===== config.mk =====
export PLATFORM = sky130hd
export DESIGN_NAME = dual_sensor_triggered_pwm_duty
export DESIGN_NICKNAME = d
export VERILOG_FILES = /design/src/hdl/dstpd_pkg.sv /design/src/hdl/dstpd_step.sv /design/src/hdl/dual_sensor_triggered_pwm_duty.sv
export SDC_FILE = /design/constraint.sdc
export NUM_CORES = 1
export LEC_CHECK = 0
export CORE_MARGIN = 2
export CORE_UTILIZATION = 51
export CTS_CLUSTER_SIZE = 20
export DETAILED_ROUTE_END_ITERATION = 8
export DONT_BUFFER_PORTS = 1
export PLACE_DENSITY = 0.64
export SLEW_MARGIN = 25
export SYNTH_ARGS = -nofsm -noshare
export SYNTH_HDL_FRONTEND = slang
export SYNTH_SLANG_ARGS = --single-unit

===== constraint.sdc =====
create_clock -name aclk -period 16.4 [get_ports aclk]
set_input_delay 0.82 -clock aclk [delete_from_list [all_inputs] [get_ports aclk]]
set_output_delay 0.82 -clock aclk [all_outputs]
set_load 0.005 [all_outputs]

===== src/hdl/dstpd_pkg.sv =====
package dstpd_pkg;

    // Field widths
    localparam int SAMPLE_BITS = 10;
    localparam int REG_BITS    = 10;
    localparam int CFG_IDX_BITS = 3;
    localparam int MODE_BITS   = 3;
    localparam int LOCK_BITS   = 2;

    // Calibration length in A/B pairs
    localparam int CAL_PAIRS = 5;
    localparam int CNT_BITS  = (CAL_PAIRS > 1) ? $clog2(CAL_PAIRS) : 1;
    localparam int SUM_BITS  = SAMPLE_BITS + $clog2(CAL_PAIRS);

    // Divide by CAL_PAIRS as multiply by a rounded-up reciprocal; exact for any sum
    // below 2**SUM_BITS because the rounding error stays under 16.
    localparam int RECIP_SHIFT = SUM_BITS + 4;
    localparam int RECIP_BITS  = RECIP_SHIFT + 1;
    localparam int PROD_BITS   = SUM_BITS + RECIP_BITS;
    localparam logic [RECIP_BITS-1:0] RECIP =
        RECIP_BITS'(((2 ** RECIP_SHIFT) + CAL_PAIRS - 1) / CAL_PAIRS);

    // Compare and clamp widths
    localparam int WIDE_BITS = (SAMPLE_BITS > REG_BITS) ? SAMPLE_BITS : REG_BITS;
    localparam int THR_BITS  = WIDE_BITS + 1;
    localparam int DIFF_BITS = WIDE_BITS + 2;

    // Sequencer modes
    localparam logic [MODE_BITS-1:0] MODE_CAL_A  = 3'd0;
    localparam logic [MODE_BITS-1:0] MODE_CAL_B  = 3'd1;
    localparam logic [MODE_BITS-1:0] MODE_IDLE_A = 3'd2;
    localparam logic [MODE_BITS-1:0] MODE_IDLE_B = 3'd3;
    localparam logic [MODE_BITS-1:0] MODE_LOCK_A = 3'd4;
    localparam logic [MODE_BITS-1:0] MODE_LOCK_B = 3'd5;

    // Reported lock states
    localparam logic [LOCK_BITS-1:0] LM_CAL    = 2'd0;
    localparam logic [LOCK_BITS-1:0] LM_IDLE   = 2'd1;
    localparam logic [LOCK_BITS-1:0] LM_LOCK_A = 2'd2;
    localparam logic [LOCK_BITS-1:0] LM_LOCK_B = 2'd3;

    // Configuration register indexes
    localparam logic [CFG_IDX_BITS-1:0] CFG_TRIGGER_MARGIN = 3'd0;
    localparam logic [CFG_IDX_BITS-1:0] CFG_SAMPLE_OFFSET  = 3'd1;
    localparam logic [CFG_IDX_BITS-1:0] CFG_DUTY_FLOOR     = 3'd2;
    localparam logic [CFG_IDX_BITS-1:0] CFG_DUTY_CEILING_A = 3'd3;
    localparam logic [CFG_IDX_BITS-1:0] CFG_DUTY_CEILING_B = 3'd4;

    typedef struct packed {
        logic [REG_BITS-1:0] trigger_margin;
        logic [REG_BITS-1:0] sample_offset;
        logic [REG_BITS-1:0] duty_floor;
        logic [REG_BITS-1:0] duty_ceiling_a;
        logic [REG_BITS-1:0] duty_ceiling_b;
    } cfg_t;

    typedef struct packed {
        logic [MODE_BITS-1:0]   mode;
        logic [CNT_BITS-1:0]    cal_count;
        logic [SUM_BITS-1:0]    sum_a;
        logic [SUM_BITS-1:0]    sum_b;
        logic [SAMPLE_BITS-1:0] baseline_a;
        logic [SAMPLE_BITS-1:0] baseline_b;
        logic [SAMPLE_BITS-1:0] held_a_sample;
        logic [REG_BITS-1:0]    duty;
    } state_t;

    typedef struct packed {
        logic [REG_BITS-1:0]  duty;
        logic                 want_channel;
        logic [LOCK_BITS-1:0] lock_mode;
        logic                 sample_ignored;
    } result_t;

    localparam cfg_t CFG_RESET = '{
        trigger_margin: REG_BITS'(3),
        sample_offset:  REG_BITS'(145),
        duty_floor:     REG_BITS'(375),
        duty_ceiling_a: REG_BITS'(500),
        duty_ceiling_b: REG_BITS'(417)
    };

    localparam state_t STATE_RESET = '{
        mode:          MODE_CAL_A,
        cal_count:     '0,
        sum_a:         '0,
        sum_b:         '0,
        baseline_a:    '0,
        baseline_b:    '0,
        held_a_sample: '0,
        duty:          REG_BITS'(375)
    };

    // Channel the sequencer waits for in a given mode
    function automatic logic expect_of(input logic [MODE_BITS-1:0] mode);
        return mode inside {MODE_CAL_B, MODE_IDLE_B, MODE_LOCK_B};
    endfunction

    // Lock state reported for a given mode
    function automatic logic [LOCK_BITS-1:0] lock_of(input logic [MODE_BITS-1:0] mode);
        logic [LOCK_BITS-1:0] lm;
        case (mode)
            MODE_CAL_A, MODE_CAL_B:   lm = LM_CAL;
            MODE_IDLE_A, MODE_IDLE_B: lm = LM_IDLE;
            MODE_LOCK_A:              lm = LM_LOCK_A;
            default:                  lm = LM_LOCK_B;
        endcase
        return lm;
    endfunction

endpackage


===== src/hdl/dstpd_step.sv =====
module dstpd_step (
    input  dstpd_pkg::state_t                   state,
    input  dstpd_pkg::cfg_t                     cfg,
    input  logic [dstpd_pkg::SAMPLE_BITS-1:0]   sample_value,
    input  logic                                sample_channel,
    output dstpd_pkg::state_t                   state_next,
    output dstpd_pkg::result_t                  result
);

    // True when the sample exceeds baseline plus margin, formed without wrap
    function automatic logic above(
        input logic [dstpd_pkg::SAMPLE_BITS-1:0] sample,
        input logic [dstpd_pkg::SAMPLE_BITS-1:0] base,
        input logic [dstpd_pkg::REG_BITS-1:0]    margin
    );
        logic [dstpd_pkg::THR_BITS-1:0] thr;
        thr = dstpd_pkg::THR_BITS'(base) + dstpd_pkg::THR_BITS'(margin);
        return dstpd_pkg::THR_BITS'(sample) > thr;
    endfunction

    // Sample minus offset, raised to the floor first, then cut to the ceiling
    function automatic logic [dstpd_pkg::REG_BITS-1:0] clamp_duty(
        input logic [dstpd_pkg::SAMPLE_BITS-1:0] sample,
        input logic [dstpd_pkg::REG_BITS-1:0]    offset,
        input logic [dstpd_pkg::REG_BITS-1:0]    lower,
        input logic [dstpd_pkg::REG_BITS-1:0]    upper
    );
        logic signed [dstpd_pkg::DIFF_BITS-1:0] d;
        logic signed [dstpd_pkg::DIFF_BITS-1:0] lo;
        logic signed [dstpd_pkg::DIFF_BITS-1:0] hi;
        d  = $signed(dstpd_pkg::DIFF_BITS'(sample)) - $signed(dstpd_pkg::DIFF_BITS'(offset));
        lo = $signed(dstpd_pkg::DIFF_BITS'(lower));
        hi = $signed(dstpd_pkg::DIFF_BITS'(upper));
        if (d < lo) begin
            d = lo;
        end
        if (d > hi) begin
            d = hi;
        end
        return d[dstpd_pkg::REG_BITS-1:0];
    endfunction

    logic                              ignored;
    logic                              last_pair;
    logic [dstpd_pkg::SUM_BITS-1:0]    sum_add;
    logic [dstpd_pkg::PROD_BITS-1:0]   product;
    logic [dstpd_pkg::SAMPLE_BITS-1:0] quotient;
    logic [dstpd_pkg::REG_BITS-1:0]    duty_a;
    logic [dstpd_pkg::REG_BITS-1:0]    duty_b;

    // Running sum of the channel in calibration and its mean over all pairs
    assign sum_add = ((state.mode == dstpd_pkg::MODE_CAL_A) ? state.sum_a : state.sum_b)
                   + dstpd_pkg::SUM_BITS'(sample_value);
    assign product  = dstpd_pkg::PROD_BITS'(sum_add) * dstpd_pkg::PROD_BITS'(dstpd_pkg::RECIP);
    assign quotient = product[dstpd_pkg::RECIP_SHIFT +: dstpd_pkg::SAMPLE_BITS];

    assign ignored   = (sample_channel != dstpd_pkg::expect_of(state.mode));
    assign last_pair = (state.cal_count == dstpd_pkg::CNT_BITS'(dstpd_pkg::CAL_PAIRS - 1));
    assign duty_a = clamp_duty(sample_value, cfg.sample_offset, cfg.duty_floor,
                               cfg.duty_ceiling_a);
    assign duty_b = clamp_duty(sample_value, cfg.sample_offset, cfg.duty_floor,
                               cfg.duty_ceiling_b);

    // Advance the sequencer by one request
    always_comb begin
        state_next = state;
        if (state.mode == dstpd_pkg::MODE_CAL_A || state.mode == dstpd_pkg::MODE_CAL_B) begin
            state_next.duty = cfg.duty_floor;
        end
        if (!ignored) begin
            case (state.mode)
                dstpd_pkg::MODE_CAL_A: begin
                    // A baseline is ready once the last A sample is in
                    if (last_pair) begin
                        state_next.baseline_a = quotient;
                        state_next.sum_a      = '0;
                    end else begin
                        state_next.sum_a = sum_add;
                    end
                    state_next.mode = dstpd_pkg::MODE_CAL_B;
                end
                dstpd_pkg::MODE_CAL_B: begin
                    if (last_pair) begin
                        state_next.baseline_b = quotient;
                        state_next.sum_b      = '0;
                        state_next.cal_count  = '0;
                        state_next.mode       = dstpd_pkg::MODE_IDLE_A;
                    end else begin
                        state_next.sum_b     = sum_add;
                        state_next.cal_count = state.cal_count + 1'b1;
                        state_next.mode      = dstpd_pkg::MODE_CAL_A;
                    end
                end
                dstpd_pkg::MODE_IDLE_A: begin
                    state_next.held_a_sample = sample_value;
                    state_next.mode          = dstpd_pkg::MODE_IDLE_B;
                end
                dstpd_pkg::MODE_IDLE_B: begin
                    // Judge the pair, A first
                    if (above(state.held_a_sample, state.baseline_a, cfg.trigger_margin)) begin
                        state_next.mode = dstpd_pkg::MODE_LOCK_A;
                    end else if (above(sample_value, state.baseline_b,
                                       cfg.trigger_margin)) begin
                        state_next.mode = dstpd_pkg::MODE_LOCK_B;
                    end else begin
                        state_next.duty = cfg.duty_floor;
                        state_next.mode = dstpd_pkg::MODE_IDLE_A;
                    end
                end
                dstpd_pkg::MODE_LOCK_A: begin
                    state_next.duty = duty_a;
                    if (!above(sample_value, state.baseline_a, cfg.trigger_margin)) begin
                        state_next.mode = dstpd_pkg::MODE_IDLE_A;
                    end
                end
                dstpd_pkg::MODE_LOCK_B: begin
                    state_next.duty = duty_b;
                    if (!above(sample_value, state.baseline_b, cfg.trigger_margin)) begin
                        state_next.mode = dstpd_pkg::MODE_IDLE_A;
                    end
                end
                default: begin
                    state_next.mode = dstpd_pkg::MODE_CAL_A;
                end
            endcase
        end
    end

    // Report the state left behind by this request
    always_comb begin
        result.duty           = state_next.duty;
        result.want_channel   = dstpd_pkg::expect_of(state_next.mode);
        result.lock_mode      = dstpd_pkg::lock_of(state_next.mode);
        result.sample_ignored = ignored;
    end

endmodule


===== src/hdl/dual_sensor_triggered_pwm_duty.sv =====
// Dual-sensor triggered PWM duty: takes one channel-tagged ADC sample per clock while the
// result side is not stalled and returns one result per sample, through an input register,
// then a single pass of state update into the result register. The rate is one request per
// cycle while not stalled, set by that single-pass update of the mode, sums and duty.
// After reset it calibrates over dstpd_pkg::CAL_PAIRS alternating A/B pairs while duty sits
// at the floor, then judges each A/B pair and locks onto a channel whose sample rises
// above its baseline plus the margin. Samples from the channel not expected are reported
// as ignored. Write configuration only while no request is in flight; writes are always
// taken, and an index past the last register is dropped.
module dual_sensor_triggered_pwm_duty (
    input  logic                                 aclk,
    input  logic                                 aresetn,
    // Sample requests
    input  logic                                 s_valid,
    output logic                                 s_ready,
    input  logic [dstpd_pkg::SAMPLE_BITS-1:0]    s_sample_value,
    input  logic                                 s_sample_channel,
    // Results
    output logic                                 m_valid,
    input  logic                                 m_ready,
    output logic [dstpd_pkg::REG_BITS-1:0]       m_duty,
    output logic                                 m_want_channel,
    output logic [dstpd_pkg::LOCK_BITS-1:0]      m_lock_mode,
    output logic                                 m_sample_ignored,
    // Configuration writes
    input  logic                                 cfg_valid,
    output logic                                 cfg_ready,
    input  logic [dstpd_pkg::CFG_IDX_BITS-1:0]   cfg_index,
    input  logic [dstpd_pkg::REG_BITS-1:0]       cfg_data
);

    logic                              in_valid_reg;
    logic [dstpd_pkg::SAMPLE_BITS-1:0] in_value_reg;
    logic                              in_channel_reg;
    logic                              out_valid_reg;
    dstpd_pkg::result_t                out_result_reg;
    dstpd_pkg::result_t                result;
    dstpd_pkg::state_t                 state_reg;
    dstpd_pkg::state_t                 state_next;
    dstpd_pkg::cfg_t                   cfg_reg;
    logic                              advance;

    // Move the held request on whenever the result register is free or being emptied
    assign advance   = !out_valid_reg || m_ready;
    assign s_ready   = !in_valid_reg || advance;
    assign cfg_ready = 1'b1;

    dstpd_step u_step (
        .state          (state_reg),
        .cfg            (cfg_reg),
        .sample_value   (in_value_reg),
        .sample_channel (in_channel_reg),
        .state_next     (state_next),
        .result         (result)
    );

    // Input register
    always_ff @(posedge aclk) begin
        if (!aresetn) begin
            in_valid_reg <= 1'b0;
        end else if (s_ready) begin
            in_valid_reg <= s_valid;
        end
    end

    always_ff @(posedge aclk) begin
        if (s_valid && s_ready) begin
            in_value_reg   <= s_sample_value;
            in_channel_reg <= s_sample_channel;
        end
    end

    // Sequencer state, updated once per request
    always_ff @(posedge aclk) begin
        if (!aresetn) begin
            state_reg <= dstpd_pkg::STATE_RESET;
        end else if (in_valid_reg && advance) begin
            state_reg <= state_next;
        end
    end

    // Result register
    always_ff @(posedge aclk) begin
        if (!aresetn) begin
            out_valid_reg <= 1'b0;
        end else if (advance) begin
            out_valid_reg <= in_valid_reg;
        end
    end

    always_ff @(posedge aclk) begin
        if (in_valid_reg && advance) begin
            out_result_reg <= result;
        end
    end

    // Configuration registers
    always_ff @(posedge aclk) begin
        if (!aresetn) begin
            cfg_reg <= dstpd_pkg::CFG_RESET;
        end else if (cfg_valid && cfg_ready) begin
            case (cfg_index)
                dstpd_pkg::CFG_TRIGGER_MARGIN: cfg_reg.trigger_margin <= cfg_data;
                dstpd_pkg::CFG_SAMPLE_OFFSET:  cfg_reg.sample_offset  <= cfg_data;
                dstpd_pkg::CFG_DUTY_FLOOR:     cfg_reg.duty_floor     <= cfg_data;
                dstpd_pkg::CFG_DUTY_CEILING_A: cfg_reg.duty_ceiling_a <= cfg_data;
                dstpd_pkg::CFG_DUTY_CEILING_B: cfg_reg.duty_ceiling_b <= cfg_data;
                default: ;
            endcase
        end
    end

    assign m_valid          = out_valid_reg;
    assign m_duty           = out_result_reg.duty;
    assign m_want_channel   = out_result_reg.want_channel;
    assign m_lock_mode      = out_result_reg.lock_mode;
    assign m_sample_ignored = out_result_reg.sample_ignored;

endmodule


==> results.toml <==
[run_status]
outcome = "finished, final reports clean"

[critical_path]
worst_path_dominant_cell_family = "adder cells"
crit_slowest_cell = "sky130_fd_sc_hd__dfxtp_1"
critPathCaptureType = "flip-flop"
timing.critical_path.buf_inv = 7
worst_setup_sp_type = "flip-flop"
path_class = "flip-flop to flip-flop"
cp_common_cell = "sky130_fd_sc_hd__inv_1"
worst-endpoint-required_ps = 16690
timing.critical_path.fanout_max = 18
worstPathArrival_ps = 9020
critical-path-max-stage-delay_ps = 660

[finish]
post_route_cells_drive_above_1_share_pct = 5.23
final_net_count = 1690
layout-area-overhead-vs-synth_pct = 7.11
largest_register_ffs = 72
final_common_cell = "sky130_fd_sc_hd__nand2_1"
leading_cell_types_in_the_layout_fill_and_taps_excluded = "195 x sky130_fd_sc_hd__nand2_1, 182 x sky130_fd_sc_hd__inv_1, 182 x sky130_fd_sc_hd__ha_1"
n_antenna_cell = 0
final_cells = 1759

[routing]
drtPass1Iterations = 6
dr.first_iter.drc_count = 751
postRouteAntennaNets = 0
wl_um = 30400
route.vias.total = 9802
post_drt_via_cell_ratio = 5.57
post-route-drc-count = 0
routedWlPerCell_um = 17.3

[global_route]
number_of_antenna_violations_at_the_first_check_in_global_routing = 0
first_global_vias = 9267
grtUsageTotal_pct = 24.4
grt_first_pass_wirelength_um = 49800
grt_max_degree = 131
grt.overflow.total = 0

[sta]
hold_viol = 0
timing.setup.tns_ps = 0
finalCritPeriodShare_pct = 53.3
final-max-slew-violation-count = 0
setup_viol = 0
final.setup_skew_ps = 17.3
fin_worst_hold_slack_ps = 461
achievable-frequency_mhz = 115
final_period_minus_worst_setup_slack_ps = 8730
rsz0062_at_grt = "no"
max_slew.worst_pin.slew_ps = 912
slew_headroom_pct = 39.1

[power]
internal-power_mw = 1.01
sequentialPowerShare_pct = 23.0
max-vdd-ir-drop_v = 0.000192
powerDensity_nw_per_um2 = 128
power_switching_mw = 0.697
finalPower_mw = 1.71
power.share.combinational_pct = 52.2
sw_frac_of_total_pct = 40.7
power.leakage_nw = 6.06
power.share.clock_pct = 24.8

[place]
place_inst = 1727
port_buffers = 0
place_congestion = 0.932
detailed_place_hpwl_um = 23900

[yosys]
syn_area_um2 = 12500
share_of_synthesized_flip_flops_with_an_asynchronous_set_or_reset_pct = 0
syn_nets = 1713
yosys_register_bits = 149
synth_edf_count = 25
post_synth_num_cell_types = 76
synth_cells = 1445
postSynthAreaPerCell_um2 = 8.65
ys.flop_type = "sky130_fd_sc_hd__dfxtp_1"
yosysWarnings = 0
synth_sequential_area_ratio_pct = 25.9

[clock_tree]
path_clk_slew_ps = 70
ctsHtreeMaxLevel = 4
clock_insertion_delay_worst_skew_ps = 440
cts.repair.resized = 0
cts_hold_repair.buffers = 0
clock_tree_from_tritoncts = "yes"
clkSinkCount = 149
cts.repair_timing.setup_buffer_count = 0
tritoncts_buffers = 17
cts_root_buf = "sky130_fd_sc_hd__clkbuf_16"
ctsLongestPathBuffers = 2

[worst_hold_path]
hp-class = "flip-flop to flip-flop"

[floorplan]
core_um2 = 24200
floorplan.initialDensity_pct = 51.7
io_pins = 46
floorplan.rows = 57
die_height_um = 161
fp.dieArea_um2 = 25800
width_of_the_die_um = 161

[run]
cap_violations = 0
[layout make-up]
type | instances | area, um^2
clock inverters | 14 | 194
flip-flops and latches | 149 | 3230
clock buffers | 18 | 439
well taps | 324 | 405
fillers | 2185 | 10800
repair buffers | 3 | 22.5
inverters | 184 | 691
multi-input cells | 1067 | 8400
[Yosys cell counts (23+ instances only)]
library cell / instances / area (um^2)
sky130_fd_sc_hd__fa_1: 57 / 1140
sky130_fd_sc_hd__a21oi_1: 65 / 325
sky130_fd_sc_hd__xnor2_1: 23 / 201
sky130_fd_sc_hd__ha_1: 182 / 2280
sky130_fd_sc_hd__nand3_1: 40 / 200
sky130_fd_sc_hd__dfxtp_1: 124 / 2480
sky130_fd_sc_hd__inv_1: 182 / 683
sky130_fd_sc_hd__edfxtp_1: 25 / 751
sky130_fd_sc_hd__o21ai_0: 56 / 280
sky130_fd_sc_hd__nand2_1: 195 / 732
sky130_fd_sc_hd__nor3_1: 27 / 135
sky130_fd_sc_hd__o211ai_1: 35 / 263
sky130_fd_sc_hd__clkbuf_1: 40 / 150
sky130_fd_sc_hd__a21boi_0: 58 / 435
sky130_fd_sc_hd__mux2i_1: 25 / 250
sky130_fd_sc_hd__nor2_1: 65 / 244
[metrics by stage]
stage / worst slack [ps] / instance area, um^2 / util (%)
final: 7670 / 13400 / 55.4
after global routing: 7020 / 13400 / 55.4
after CTS: 7670 / 13400 / 55.4
after detailed placement: 7820 / 12700 / 52.7
after global placement: 7960 / 12700 / 52.7
after floorplan: 8360 / 12500 / -
[kinds of logic after synthesis]
logic type | count (synthesis) | share of synthesized area [%]
AND/OR/NAND/NOR | 418 | 15.3
AO/OA/AOI/OAI | 326 | 18.1
adder cells (fa/ha/maj) | 239 | 27.4
buffers and inverters | 229 | 6.93
flip-flops | 149 | 25.9
XOR/XNOR | 42 | 2.94
multiplexers | 41 | 3.44
other | 1 | 0.0300
[final timing paths]
path,startpoint,end,slack [ps],cells past startpoint
worst min register to register,state_reg[50]$_SDFFE_PN0P_,state_reg[50]$_SDFFE_PN0P_,460,2
worst max register to register,state_reg[70]$_SDFFE_PN0P_,state_reg[39]$_SDFFE_PN0P_,7670,34
worst min-delay path,state_reg[50]$_SDFFE_PN0P_,state_reg[50]$_SDFFE_PN0P_,460,2
worst max-delay path,state_reg[70]$_SDFFE_PN0P_,state_reg[39]$_SDFFE_PN0P_,7670,34
[power by group through the flow]
| stage | clock network [mW] | registers [mW] | logic (mW) |
|---|---|---|---|
| 3_5_place_dp | 0 | 0.402 | 0.890 |
| 5_1_grt | 0.445 | 0.395 | 1.04 |
| 3_3_place_gp | 0 | 0.402 | 0.877 |
| 2_1_floorplan | 0 | 0.396 | 0.703 |
| 4_1_cts | 0.429 | 0.394 | 0.900 |
| 6_report | 0.424 | 0.394 | 0.894 |
[layer usage]
metal  wire (um)  global-route usage (%)  vias to the layer above  part of all wire [%]
li1            -                       -                     4926                     -
met1       15000                    35.6                     4604                    49
met2       13500                    37.9                      235                    44
met3        1440                    4.03                       37                   4.7
met4         458                    5.77                        0                   1.5
met5           0                       0                        -                     0
[worst register-to-register path: cells and delay by family, from the launching register on]
kind            cells  cell delay (ps)
fa+ha+maj           9             3580
compound gates     11             2270
buf+inv             7              790
flops               1              660
xor+xnor            2              540
simple gates        4              470
mux                 1              250
Power figures use the tool's default switching activity.
